`config.mk`:
```
export PLATFORM = sky130hd
export DESIGN_NAME = triangle_normal_tangent_top_flat
export DESIGN_NICKNAME = d
export VERILOG_FILES = /design/src/design/tnt_pkg.sv /design/src/design/tnt_if.sv /design/src/design/tnt_mac.sv /design/src/design/tnt_div.sv /design/src/design/triangle_normal_tangent_top.sv /design/src/flat_wrapper.sv
export SDC_FILE = /design/constraint.sdc
export NUM_CORES = 2
export LEC_CHECK = 0
export ABC_AREA = 1
export BUFFER_PORTS_ARGS = -buffer_cell sky130_fd_sc_hd__buf_4
export CORE_ASPECT_RATIO = 1.5
export CORE_MARGIN = 2
export CORE_UTILIZATION = 30
export CTS_CLUSTER_DIAMETER = 80
export CTS_CLUSTER_SIZE = 24
export DETAILED_ROUTE_END_ITERATION = 10
export PLACE_DENSITY_LB_ADDON = 0.1
export SYNTH_ARGS = -nofsm -noshare
export SYNTH_HDL_FRONTEND = slang
export SYNTH_HIERARCHICAL = 1
export SYNTH_SLANG_ARGS = --single-unit
export TNS_END_PERCENT = 1
```
`constraint.sdc`:
```
create_clock -name i_clk -period 15.8 [get_ports i_clk]
set_input_delay 0.79 -clock i_clk [delete_from_list [all_inputs] [get_ports i_clk]]
set_output_delay 0.79 -clock i_clk [all_outputs]
set_load 0.03 [all_outputs]
```
`src/design/tnt_pkg.sv`:
```
// Shared constants, payload types and control groups for the triangle normal/tangent block.
package tnt_pkg;

    localparam int POS_WIDTH = 24;
    localparam int UV_WIDTH  = 16;
    localparam int NRM_WIDTH = 48;
    localparam int TAN_WIDTH = 32;

    // Position and UV difference widths
    localparam int PD_W   = POS_WIDTH + 1;
    localparam int UD_W   = UV_WIDTH + 1;
    // Shared multiplier operand and product widths
    localparam int MUL_W  = (PD_W > UD_W) ? PD_W : UD_W;
    localparam int PROD_W = 2 * MUL_W;
    localparam int ACC_W  = PROD_W + 1;
    // Tangent numerator and UV determinant widths
    localparam int NUM_W  = PD_W + UD_W + 1;
    localparam int DET_W  = 2 * UD_W + 1;

    typedef struct packed {
        logic signed [POS_WIDTH-1:0] pos_x;
        logic signed [POS_WIDTH-1:0] pos_y;
        logic signed [POS_WIDTH-1:0] pos_z;
        logic        [UV_WIDTH-1:0]  tex_u;
        logic        [UV_WIDTH-1:0]  tex_v;
    } t_vtx;

    typedef struct packed {
        logic signed [NRM_WIDTH-1:0] normal_x;
        logic signed [NRM_WIDTH-1:0] normal_y;
        logic signed [NRM_WIDTH-1:0] normal_z;
        logic signed [TAN_WIDTH-1:0] tangent_x;
        logic signed [TAN_WIDTH-1:0] tangent_y;
        logic signed [TAN_WIDTH-1:0] tangent_z;
        logic                        degenerate;
    } t_res;

    // One multiply-accumulate operation issued to the shared unit
    typedef struct packed {
        logic vld;
        logic load;   // acc = product, else acc = acc - product
        logic last;   // flag the result once this op has accumulated
    } t_mac_op;

endpackage

```
`src/design/tnt_if.sv`:
```
// Valid/ready channel interfaces for vertex input and result output.
interface tnt_vtx_if;
    import tnt_pkg::*;
    logic valid;
    logic ready;
    t_vtx data;
    modport source (output valid, output data, input ready);
    modport sink   (input valid, input data, output ready);
endinterface

interface tnt_res_if;
    import tnt_pkg::*;
    logic valid;
    logic ready;
    t_res data;
    modport source (output valid, output data, input ready);
    modport sink   (input valid, input data, output ready);
endinterface

```
`src/design/tnt_mac.sv`:
```
// Shared signed multiplier with registered product and subtracting accumulator.
module tnt_mac (
    input  logic                             i_clk,
    input  logic                             i_rst_n,
    input  tnt_pkg::t_mac_op                 i_op,
    input  logic signed [tnt_pkg::MUL_W-1:0] i_x,
    input  logic signed [tnt_pkg::MUL_W-1:0] i_y,
    output logic                             o_done,
    output logic signed [tnt_pkg::ACC_W-1:0] o_acc
);
    import tnt_pkg::*;

    t_mac_op                   r_pop;
    logic signed [PROD_W-1:0]  r_prod;
    logic signed [ACC_W-1:0]   r_acc;
    logic                      r_done;

    always_ff @(posedge i_clk) begin
        if (!i_rst_n) begin
            r_pop  <= '0;
            r_done <= 1'b0;
        end else begin
            r_pop  <= i_op;
            r_done <= r_pop.vld && r_pop.last;
        end
    end

    always_ff @(posedge i_clk) begin
        r_prod <= i_x * i_y;
        if (r_pop.vld) begin
            if (r_pop.load) begin
                r_acc <= ACC_W'(r_prod);
            end else begin
                r_acc <= r_acc - ACC_W'(r_prod);
            end
        end
    end

    assign o_done = r_done;
    assign o_acc  = r_acc;

endmodule

```
`src/design/tnt_div.sv`:
```
// Restoring divider, one quotient bit per cycle: (num << UV_WIDTH) / den, saturated.
module tnt_div (
    input  logic                                 i_clk,
    input  logic                                 i_rst_n,
    input  logic                                 i_start,
    input  logic signed [tnt_pkg::NUM_W-1:0]     i_num,
    input  logic signed [tnt_pkg::DET_W-1:0]     i_den,
    output logic                                 o_done,
    output logic signed [tnt_pkg::TAN_WIDTH-1:0] o_quo
);
    import tnt_pkg::*;

    localparam int QB    = TAN_WIDTH + 1;          // quotient bits produced
    localparam int DVD_W = NUM_W + UV_WIDTH;       // scaled dividend width
    localparam int WID_W = DVD_W + QB;
    localparam int CMP_W = (DVD_W > DET_W) ? DVD_W : DET_W;
    localparam int CNT_W = $clog2(QB + 1);

    typedef enum logic [3:0] {
        D_IDLE = 4'b0001,
        D_PREP = 4'b0010,
        D_RUN  = 4'b0100,
        D_DONE = 4'b1000
    } t_dstate;

    t_dstate             r_state, n_state;
    logic [CNT_W-1:0]    r_cnt;
    logic [NUM_W-1:0]    r_nmag;
    logic [DET_W-1:0]    r_dmag;
    logic                r_neg;
    logic                r_sat;
    logic [DET_W-1:0]    r_rem;
    logic [QB-1:0]       r_low;
    logic [QB-1:0]       r_quo;

    logic [NUM_W-1:0]    w_nabs;
    logic [DET_W-1:0]    w_dabs;
    logic [WID_W-1:0]    w_wide;
    logic [DVD_W-1:0]    w_hi;
    logic                w_ovf;
    logic [DET_W:0]      w_trial;
    logic                w_ge;
    logic [QB-1:0]       w_lim;
    logic [QB-1:0]       w_mag;
    logic [TAN_WIDTH-1:0] w_tr;

    assign w_nabs  = i_num[NUM_W-1] ? unsigned'(-i_num) : unsigned'(i_num);
    assign w_dabs  = i_den[DET_W-1] ? unsigned'(-i_den) : unsigned'(i_den);

    // Quotient bits above the top produced bit are nonzero iff high part >= divisor
    assign w_wide  = WID_W'(r_nmag) << UV_WIDTH;
    assign w_hi    = w_wide[WID_W-1:QB];
    assign w_ovf   = CMP_W'(w_hi) >= CMP_W'(r_dmag);

    assign w_trial = {r_rem, r_low[QB-1]};
    assign w_ge    = w_trial >= {1'b0, r_dmag};

    assign w_lim   = r_neg ? (QB'(1) << (TAN_WIDTH - 1))
                           : ((QB'(1) << (TAN_WIDTH - 1)) - QB'(1));
    assign w_mag   = (r_sat || (r_quo > w_lim)) ? w_lim : r_quo;
    assign w_tr    = w_mag[TAN_WIDTH-1:0];
    assign o_quo   = signed'(r_neg ? -w_tr : w_tr);
    assign o_done  = (r_state == D_DONE);

    always_comb begin
        n_state = r_state;
        case (r_state)
            D_IDLE: begin
                if (i_start) n_state = D_PREP;
            end
            D_PREP: begin
                n_state = w_ovf ? D_DONE : D_RUN;
            end
            D_RUN: begin
                if (r_cnt == CNT_W'(1)) n_state = D_DONE;
            end
            D_DONE: begin
                n_state = D_IDLE;
            end
            default: n_state = D_IDLE;
        endcase
    end

    always_ff @(posedge i_clk) begin
        if (!i_rst_n) begin
            r_state <= D_IDLE;
            r_cnt   <= '0;
        end else begin
            r_state <= n_state;
            if (r_state == D_PREP) begin
                r_cnt <= CNT_W'(QB);
            end else if (r_state == D_RUN) begin
                r_cnt <= r_cnt - CNT_W'(1);
            end
        end
    end

    always_ff @(posedge i_clk) begin
        case (r_state)
            D_IDLE: begin
                if (i_start) begin
                    r_nmag <= w_nabs;
                    r_dmag <= w_dabs;
                    r_neg  <= i_num[NUM_W-1] ^ i_den[DET_W-1];
                end
            end
            D_PREP: begin
                r_sat <= w_ovf;
                r_rem <= w_hi[DET_W-1:0];
                r_low <= w_wide[QB-1:0];
                r_quo <= '0;
            end
            D_RUN: begin
                if (w_ge) begin
                    r_rem <= DET_W'(w_trial - {1'b0, r_dmag});
                end else begin
                    r_rem <= w_trial[DET_W-1:0];
                end
                r_low <= r_low << 1;
                r_quo <= {r_quo[QB-2:0], w_ge};
            end
            default: begin
            end
        endcase
    end

endmodule

```
`src/design/triangle_normal_tangent_top.sv`:
```
// Triangle face normal and UV tangent unit: top level with vertex store and sequencer.
//
// Vertices arrive one per transaction on i_vtx (position Q12.12, UV Q0.16),
// three per triangle. The first two are stored while the block stays ready; the
// third starts the computation and i_vtx.ready stays low until it is done.
// One result transaction per triangle leaves on o_res: the unnormalized face
// normal (p0-p1) x (p0-p2), saturated to 48 bits, and the UV tangent
// (dp1*dv2 - dp2*dv1) / det in Q20.12, saturated. A zero UV determinant sets
// degenerate and gives a zero tangent.
// A single 25x25 multiplier with accumulator evaluates 14 products in seven
// pairs; a restoring divider then produces each tangent component at one bit
// per cycle, ends early when it must saturate, and is skipped when the UV
// determinant is zero.
// The result sits in an output register; while it waits for o_res.ready the
// block still takes the next vertices, and stalls only when the next result
// is ready before the previous one has been taken.
// Reset (i_rst_n low, synchronous) returns to the first vertex of a triangle
// and drops any pending result.
module triangle_normal_tangent_top (
    input  logic    i_clk,
    input  logic    i_rst_n,
    tnt_vtx_if.sink   i_vtx,
    tnt_res_if.source o_res
);
    import tnt_pkg::*;

    localparam logic [1:0] SLOT_V0   = 2'd0;
    localparam logic [1:0] SLOT_V1   = 2'd1;
    localparam logic [2:0] PAIR_DET  = 3'd0;
    localparam logic [2:0] PAIR_NRM0 = 3'd1;
    localparam logic [2:0] PAIR_NRM1 = 3'd2;
    localparam logic [2:0] PAIR_NRM2 = 3'd3;
    localparam logic [2:0] PAIR_TAN0 = 3'd4;
    localparam logic [2:0] PAIR_TAN1 = 3'd5;
    localparam logic [2:0] PAIR_LAST = 3'd6;
    localparam int         SAT_W     = ((ACC_W > NRM_WIDTH) ? ACC_W : NRM_WIDTH) + 1;

    typedef enum logic [4:0] {
        S_IDLE  = 5'b00001,
        S_ISSUE = 5'b00010,
        S_WAIT  = 5'b00100,
        S_DIV   = 5'b01000,
        S_OUT   = 5'b10000
    } t_state;

    t_state                     r_state, n_state;
    logic [1:0]                 r_slot, n_slot;
    logic [2:0]                 r_pair, n_pair;
    logic                       r_half;
    logic                       r_out_vld;

    logic signed [POS_WIDTH-1:0] r_p0 [3];
    logic signed [POS_WIDTH-1:0] r_p1 [3];
    logic        [UV_WIDTH-1:0]  r_u0, r_v0, r_u1, r_v1;
    logic signed [PD_W-1:0]      r_a [3];
    logic signed [PD_W-1:0]      r_b [3];
    logic signed [UD_W-1:0]      r_du1, r_dv1, r_du2, r_dv2;
    logic signed [DET_W-1:0]     r_det;
    logic                        r_degen;
    logic signed [NRM_WIDTH-1:0] r_nrm [3];
    logic signed [TAN_WIDTH-1:0] r_tan [3];
    t_res                        r_out;

    logic signed [POS_WIDTH-1:0] w_pin [3];
    logic                        w_in_acc;
    logic                        w_out_acc;
    logic                        w_out_load;
    t_mac_op                     w_op;
    logic signed [MUL_W-1:0]     w_x, w_y;
    logic                        w_mac_done;
    logic signed [ACC_W-1:0]     w_acc;
    logic                        w_div_start;
    logic                        w_div_done;
    logic signed [TAN_WIDTH-1:0] w_quo;
    logic [1:0]                  w_nidx, w_tidx;

    function automatic logic signed [NRM_WIDTH-1:0] sat_nrm(
        input logic signed [ACC_W-1:0] v
    );
        logic signed [SAT_W-1:0] w;
        logic signed [SAT_W-1:0] hi;
        logic signed [SAT_W-1:0] lo;
        w  = SAT_W'(v);
        hi = signed'({{(SAT_W-NRM_WIDTH+1){1'b0}}, {(NRM_WIDTH-1){1'b1}}});
        lo = ~hi;
        if (w > hi) begin
            return NRM_WIDTH'(hi);
        end else if (w < lo) begin
            return NRM_WIDTH'(lo);
        end
        return NRM_WIDTH'(w);
    endfunction

    assign w_pin[0]   = i_vtx.data.pos_x;
    assign w_pin[1]   = i_vtx.data.pos_y;
    assign w_pin[2]   = i_vtx.data.pos_z;

    assign i_vtx.ready = (r_state == S_IDLE);
    assign w_in_acc    = i_vtx.valid && i_vtx.ready;
    assign w_out_acc   = r_out_vld && o_res.ready;
    assign w_out_load  = (r_state == S_OUT) && (!r_out_vld || o_res.ready);

    assign w_nidx      = 2'(r_pair - PAIR_NRM0);
    assign w_tidx      = 2'(r_pair - PAIR_TAN0);
    assign w_div_start = (r_state == S_WAIT) && w_mac_done && (r_pair >= PAIR_TAN0)
                         && !r_degen;

    // Operand pairs: det, three cross components, three tangent numerators
    always_comb begin
        w_x = '0;
        w_y = '0;
        case (r_pair)
            PAIR_DET: begin
                w_x = MUL_W'(r_half ? r_dv1 : r_du1);
                w_y = MUL_W'(r_half ? r_du2 : r_dv2);
            end
            PAIR_NRM0: begin
                w_x = MUL_W'(r_half ? r_a[2] : r_a[1]);
                w_y = MUL_W'(r_half ? r_b[1] : r_b[2]);
            end
            PAIR_NRM1: begin
                w_x = MUL_W'(r_half ? r_a[0] : r_a[2]);
                w_y = MUL_W'(r_half ? r_b[2] : r_b[0]);
            end
            PAIR_NRM2: begin
                w_x = MUL_W'(r_half ? r_a[1] : r_a[0]);
                w_y = MUL_W'(r_half ? r_b[0] : r_b[1]);
            end
            PAIR_TAN0, PAIR_TAN1, PAIR_LAST: begin
                // b*dv1 - a*dv2 == d1*dv2 - d2*dv1
                w_x = MUL_W'(r_half ? r_a[w_tidx] : r_b[w_tidx]);
                w_y = MUL_W'(r_half ? r_dv2 : r_dv1);
            end
            default: begin
            end
        endcase
    end

    always_comb begin
        w_op      = '0;
        w_op.vld  = (r_state == S_ISSUE);
        w_op.load = !r_half;
        w_op.last = r_half;
    end

    tnt_mac u_mac (
        .i_clk   (i_clk),
        .i_rst_n (i_rst_n),
        .i_op    (w_op),
        .i_x     (w_x),
        .i_y     (w_y),
        .o_done  (w_mac_done),
        .o_acc   (w_acc)
    );

    tnt_div u_div (
        .i_clk   (i_clk),
        .i_rst_n (i_rst_n),
        .i_start (w_div_start),
        .i_num   (w_acc[NUM_W-1:0]),
        .i_den   (r_det),
        .o_done  (w_div_done),
        .o_quo   (w_quo)
    );

    always_comb begin
        n_state = r_state;
        n_slot  = r_slot;
        n_pair  = r_pair;
        case (r_state)
            S_IDLE: begin
                if (w_in_acc) begin
                    if (r_slot == SLOT_V0 || r_slot == SLOT_V1) begin
                        n_slot = r_slot + 2'd1;
                    end else begin
                        n_slot  = SLOT_V0;
                        n_pair  = PAIR_DET;
                        n_state = S_ISSUE;
                    end
                end
            end
            S_ISSUE: begin
                if (r_half) n_state = S_WAIT;
            end
            S_WAIT: begin
                if (w_mac_done) begin
                    if (w_div_start) begin
                        n_state = S_DIV;
                    end else if (r_pair == PAIR_LAST) begin
                        n_state = S_OUT;
                    end else begin
                        n_pair  = r_pair + 3'd1;
                        n_state = S_ISSUE;
                    end
                end
            end
            S_DIV: begin
                if (w_div_done) begin
                    if (r_pair == PAIR_LAST) begin
                        n_state = S_OUT;
                    end else begin
                        n_pair  = r_pair + 3'd1;
                        n_state = S_ISSUE;
                    end
                end
            end
            S_OUT: begin
                if (w_out_load) n_state = S_IDLE;
            end
            default: n_state = S_IDLE;
        endcase
    end

    always_ff @(posedge i_clk) begin
        if (!i_rst_n) begin
            r_state   <= S_IDLE;
            r_slot    <= SLOT_V0;
            r_pair    <= PAIR_DET;
            r_half    <= 1'b0;
            r_out_vld <= 1'b0;
        end else begin
            r_state <= n_state;
            r_slot  <= n_slot;
            r_pair  <= n_pair;
            if (r_state == S_ISSUE) begin
                r_half <= !r_half;
            end
            if (w_out_load) begin
                r_out_vld <= 1'b1;
            end else if (w_out_acc) begin
                r_out_vld <= 1'b0;
            end
        end
    end

    // Vertex store and difference registers
    always_ff @(posedge i_clk) begin
        if (w_in_acc) begin
            if (r_slot == SLOT_V0) begin
                r_p0 <= w_pin;
                r_u0 <= i_vtx.data.tex_u;
                r_v0 <= i_vtx.data.tex_v;
            end else if (r_slot == SLOT_V1) begin
                r_p1 <= w_pin;
                r_u1 <= i_vtx.data.tex_u;
                r_v1 <= i_vtx.data.tex_v;
            end else begin
                for (int i = 0; i < 3; i++) begin
                    r_a[i] <= PD_W'(r_p0[i]) - PD_W'(r_p1[i]);
                    r_b[i] <= PD_W'(r_p0[i]) - PD_W'(w_pin[i]);
                end
                r_du1 <= signed'({1'b0, r_u1}) - signed'({1'b0, r_u0});
                r_dv1 <= signed'({1'b0, r_v1}) - signed'({1'b0, r_v0});
                r_du2 <= signed'({1'b0, i_vtx.data.tex_u}) - signed'({1'b0, r_u0});
                r_dv2 <= signed'({1'b0, i_vtx.data.tex_v}) - signed'({1'b0, r_v0});
            end
        end
    end

    // Result capture
    always_ff @(posedge i_clk) begin
        if (r_state == S_WAIT && w_mac_done) begin
            if (r_pair == PAIR_DET) begin
                r_det   <= w_acc[DET_W-1:0];
                r_degen <= (w_acc == '0);
            end else if (r_pair < PAIR_TAN0) begin
                r_nrm[w_nidx] <= sat_nrm(w_acc);
            end else if (r_degen) begin
                r_tan[w_tidx] <= '0;
            end
        end
        if (r_state == S_DIV && w_div_done) begin
            r_tan[w_tidx] <= w_quo;
        end
        if (w_out_load) begin
            r_out.normal_x   <= r_nrm[0];
            r_out.normal_y   <= r_nrm[1];
            r_out.normal_z   <= r_nrm[2];
            r_out.tangent_x  <= r_tan[0];
            r_out.tangent_y  <= r_tan[1];
            r_out.tangent_z  <= r_tan[2];
            r_out.degenerate <= r_degen;
        end
    end

    assign o_res.valid = r_out_vld;
    assign o_res.data  = r_out;

endmodule

```
`src/flat_wrapper.sv`:
```
// flat-port wrapper written by rule: the top's interface ports become plain ports
module triangle_normal_tangent_top_flat import tnt_pkg::*;
  (i_clk, i_rst_n, i_vtx_valid, i_vtx_data, i_vtx_ready, o_res_valid, o_res_data, o_res_ready);
  tnt_vtx_if i_vtx_i ();
  tnt_res_if o_res_i ();
  input  logic i_clk;
  input  logic i_rst_n;
  input wire logic [$bits(i_vtx_i.valid)-1:0] i_vtx_valid;
  input wire logic [$bits(i_vtx_i.data)-1:0] i_vtx_data;
  output wire logic [$bits(i_vtx_i.ready)-1:0] i_vtx_ready;
  output wire logic [$bits(o_res_i.valid)-1:0] o_res_valid;
  output wire logic [$bits(o_res_i.data)-1:0] o_res_data;
  input wire logic [$bits(o_res_i.ready)-1:0] o_res_ready;
  assign i_vtx_i.valid = i_vtx_valid;
  assign i_vtx_i.data = i_vtx_data;
  assign i_vtx_ready = i_vtx_i.ready;
  assign o_res_valid = o_res_i.valid;
  assign o_res_data = o_res_i.data;
  assign o_res_i.ready = o_res_ready;
  triangle_normal_tangent_top u_core (.i_clk(i_clk), .i_rst_n(i_rst_n), .i_vtx(i_vtx_i), .o_res(o_res_i));
endmodule
```
==> flow_metrics.env <==
export IMPL_syn_inst=10384
export IMPL_die_width_um=456
export IMPL_synth_edf_count=1159
export IMPL_vias=69988
export IMPL_cpMostUsedCell="inv_1"
export IMPL_ant_nets=0
export IMPL_grt_total_usage_pct=20.6
export IMPL_final_nets=11911
export IMPL_cts_buffer_depth=3
export IMPL_drtIter0Drc=4209
export IMPL_dieArea_mm2=0.311
export IMPL_fin_area_mm2=0.102
export IMPL_maxCapViolCount=0
export IMPL_dpl_hpwl_um=262000
export IMPL_portBuffers=350
export IMPL_synth_mux_area_share_pct=0.0123
export IMPL_cts_htree_levels=3
export IMPL_finalClockSkew_ns=0.0611
export IMPL_final_setup_viol_count=0
export IMPL_grt_pass1_vias=73633
export IMPL_start_kind="flip-flop"
export IMPL_synth_flop_cell="edfxtp_1"
export IMPL_worstMarginPinSlew_ns=1.14
export IMPL_drc=0
export IMPL_critical_path_slowest_cell="fa_1"
export IMPL_clockRootBuffer="clkbuf_16"
export IMPL_wl_per_cell_um=22.1
export IMPL_worstSetupPathType="reg -> reg"
export IMPL_synth_top_family_by_area="adder cells"
export IMPL_crit_start="u_core/r_pair[0]"
export IMPL_die_y_um=682
export IMPL_synth_nets=11665
export IMPL_worstPathRequired_ns=16.44
export IMPL_yosys_area_share_simple_pct=18.7
export IMPL_r2r_setup_slack_ns=5.68
export IMPL_first_pass_iters=5
export IMPL_grt_pass1_wl_um=480000
export IMPL_postCtsHoldBufs=0
export IMPL_cts_setup_buffers=0
export IMPL_hp_start="i_vtx_data[83]"
export IMPL_synthXorXnorAreaFrac_pct=2.75
export IMPL_placed_cell_area_mm2=0.0992
export IMPL_cts_buffers=88
export IMPL_ys_warn_count=6
export IMPL_cts_tree="yes"
export IMPL_clock_latency_ns=0.76
export IMPL_fmax_ghz=0.0988
export IMPL_cts_sinks=1237
export IMPL_slew_viol_final=0
export IMPL_synth_compound_area_share_pct=7.71
export IMPL_gp_congestion=0.905
export IMPL_crit_path_max_fanout=25
export IMPL_syn_area_per_cell_um2=8.85
export IMPL_min_path_cells=1
export IMPL_ff2ff_path_depth=33
export IMPL_viasPerCell=4.76
export IMPL_cp_num_buf_inv=11
export IMPL_endpoint_kind="flip-flop"
export IMPL_worstHoldPathType="in -> reg"
export IMPL_synth_async_reset_ratio_pct=0
export IMPL_final_core_util_pct=33.6
export IMPL_seq_area_frac_synth_pct=39.6
export IMPL_finalHoldViolations=0
export IMPL_synth_distinct_cells=71
export IMPL_cpPeakStageDelay_ns=0.97
export IMPL_io_pins=351
export IMPL_r2r_start="u_core/r_pair[0]"
export IMPL_min_period_ns=10.12
export IMPL_synth_area_mm2=0.0919
export IMPL_period_share_pct=64.1
export IMPL_worstPathArrival_ns=10.76
export IMPL_antenna_found_initial=11
export IMPL_hold_path_endpoint="u_core/r_p0[51]"
export IMPL_rr_endpoint="u_core/u_mac/r_prod[39]"
export IMPL_max_slew_margin_pct=24.3
export IMPL_cts_resized=0
export IMPL_area_delta_synth_final_pct=11.3
export IMPL_finalHoldWorstSlack_ns=0.218
export IMPL_status="completed"
export IMPL_cp_top_family="adder cells"
export IMPL_synth_fa_ha_area_share_pct=21.4
export IMPL_grt_ovfl_total=0
export IMPL_row_count=248
export IMPL_start_util_pct=30.2
export IMPL_drive_gt1_share_pct=7.67
export IMPL_rsz0062_at_grt="no"
export IMPL_grt_max_degree=110
export IMPL_wl_um=324000
export IMPL_coreArea_mm2=0.304
export IMPL_yosys_register_bits=1237
export IMPL_cts_reportedPaths_clkPinSlew_ns=0.09
export IMPL_fin_setup_tns_ns=0
-- kinds of logic after synthesis --
| family | after synthesis |
|---|---|
| and+or+nand+nor | 4052 |
| buffers and inverters | 2350 |
| AOI/OAI and AO/OA | 1282 |
| DFF | 1237 |
| adders and majority gates | 1173 |
| xor gates and xnor gates | 289 |
| muxes | 1 |
-- worst max-delay path by stage --
| stage | end | slack (ns) | cells past startpoint |
|---|---|---|---|
| after floorplan | u_core/o_res.data[0] | 4.12 | 2 |
| after global placement | u_core/u_mac/r_prod[49] | 5.75 | 33 |
| after detailed placement | u_core/u_mac/r_prod[47] | 5.61 | 33 |
| after CTS | u_core/u_mac/r_prod[39] | 5.53 | 33 |
| after global routing | u_core/u_mac/r_prod[39] | 4.91 | 33 |
| final | u_core/u_mac/r_prod[39] | 5.68 | 33 |
-- layout make-up --
class	instances	area (um2)
Clock inverter	55	782
Multi-Input combinational cell	6797	46700
Fill cell	31631	202000
Clock buffer	99	2310
Sequential cell	1237	36400
Timing Repair Buffer	445	3350
Antenna cell	5	12.5
Tap cell	4000	5000
Inverter	2061	7740
-- layer usage --
metal | up-vias | wire length [um] | track usage, %
met4 | 4 | 17300 | 9.56
li1 | 33720 | - | -
met3 | 509 | 9820 | 1.89
met2 | 1599 | 173000 | 39.8
met1 | 34156 | 124000 | 22.5
met5 | - | 29 | 0
-- worst register-to-register path, delay by kind of cell (launching register included) --
kind | cells | cell delay [ns]
xor+xnor | 1 | 0.16
compound gates | 6 | 1.50
simple gates | 6 | 0.83
flops | 1 | 0.44
buf+inv | 11 | 2.32
fa+ha+maj | 9 | 4.75
-- synthesized netlist by cell type (all sizes together) (4+ instances only) --
cell type,instances,area (um2)
a21boi,12,90.1
a211oi,4,30.0
ha,503,6290
o32ai,17,149
o311ai,5,43.8
o21a,12,90.1
o2111ai,7,61.3
a21o,19,143
and2,22,139
clkbuf,208,781
nand2,2370,8990
o31ai,10,75.1
edfxtp,1159,34800
nor2,777,3070
nor4,27,181
nand3b,14,105
xnor2,101,885
and3,4,25.0
o21ai,511,2590
fa,670,13400
xor2,188,1650
a31oi,31,209
a21oi,539,2710
inv,2058,7730
o21bai,26,195
or2,88,551
dfxtp,78,1560
buf,81,532
nor3,94,528
nand4,141,895
o211ai,79,608
nand3,508,2630
-- placed cells by master (no fill, tap or decap), drive strengths merged, types with 188 or more instances in the layout --
cell type and instances:
buf 445, inv 2090, nor2 777, a21oi 539
nand2 2370, o21ai 511, fa 670, nand3 508
ha 503, xor2 188, edfxtp 1159
-- metrics by stage --
stage | worst slack, ns | cells
after global placement | 5.75 | 14540
after global routing | 4.91 | 14695
final | 5.68 | 14699
after CTS | 5.53 | 14694
after floorplan | 4.12 | 10384
after detailed placement | 5.61 | 14540
-- state kept, by name (all words and copies together) (netlist names), 43 cells and up, named ones only --
register / count
u_core/r_a: 75
u_core/r_b: 75
u_core/r_tan: 96
u_core/r_nrm: 144
u_core/u_div/r_nmag: 43
u_core/u_mac/o_acc: 51
u_core/r_p0: 72
u_core/o_res.data: 241
u_core/r_p1: 72
u_core/u_mac/r_prod: 50
Power is not shown: default switching activity piles up to over one toggle a cycle in this logic, so the estimate is an artifact.
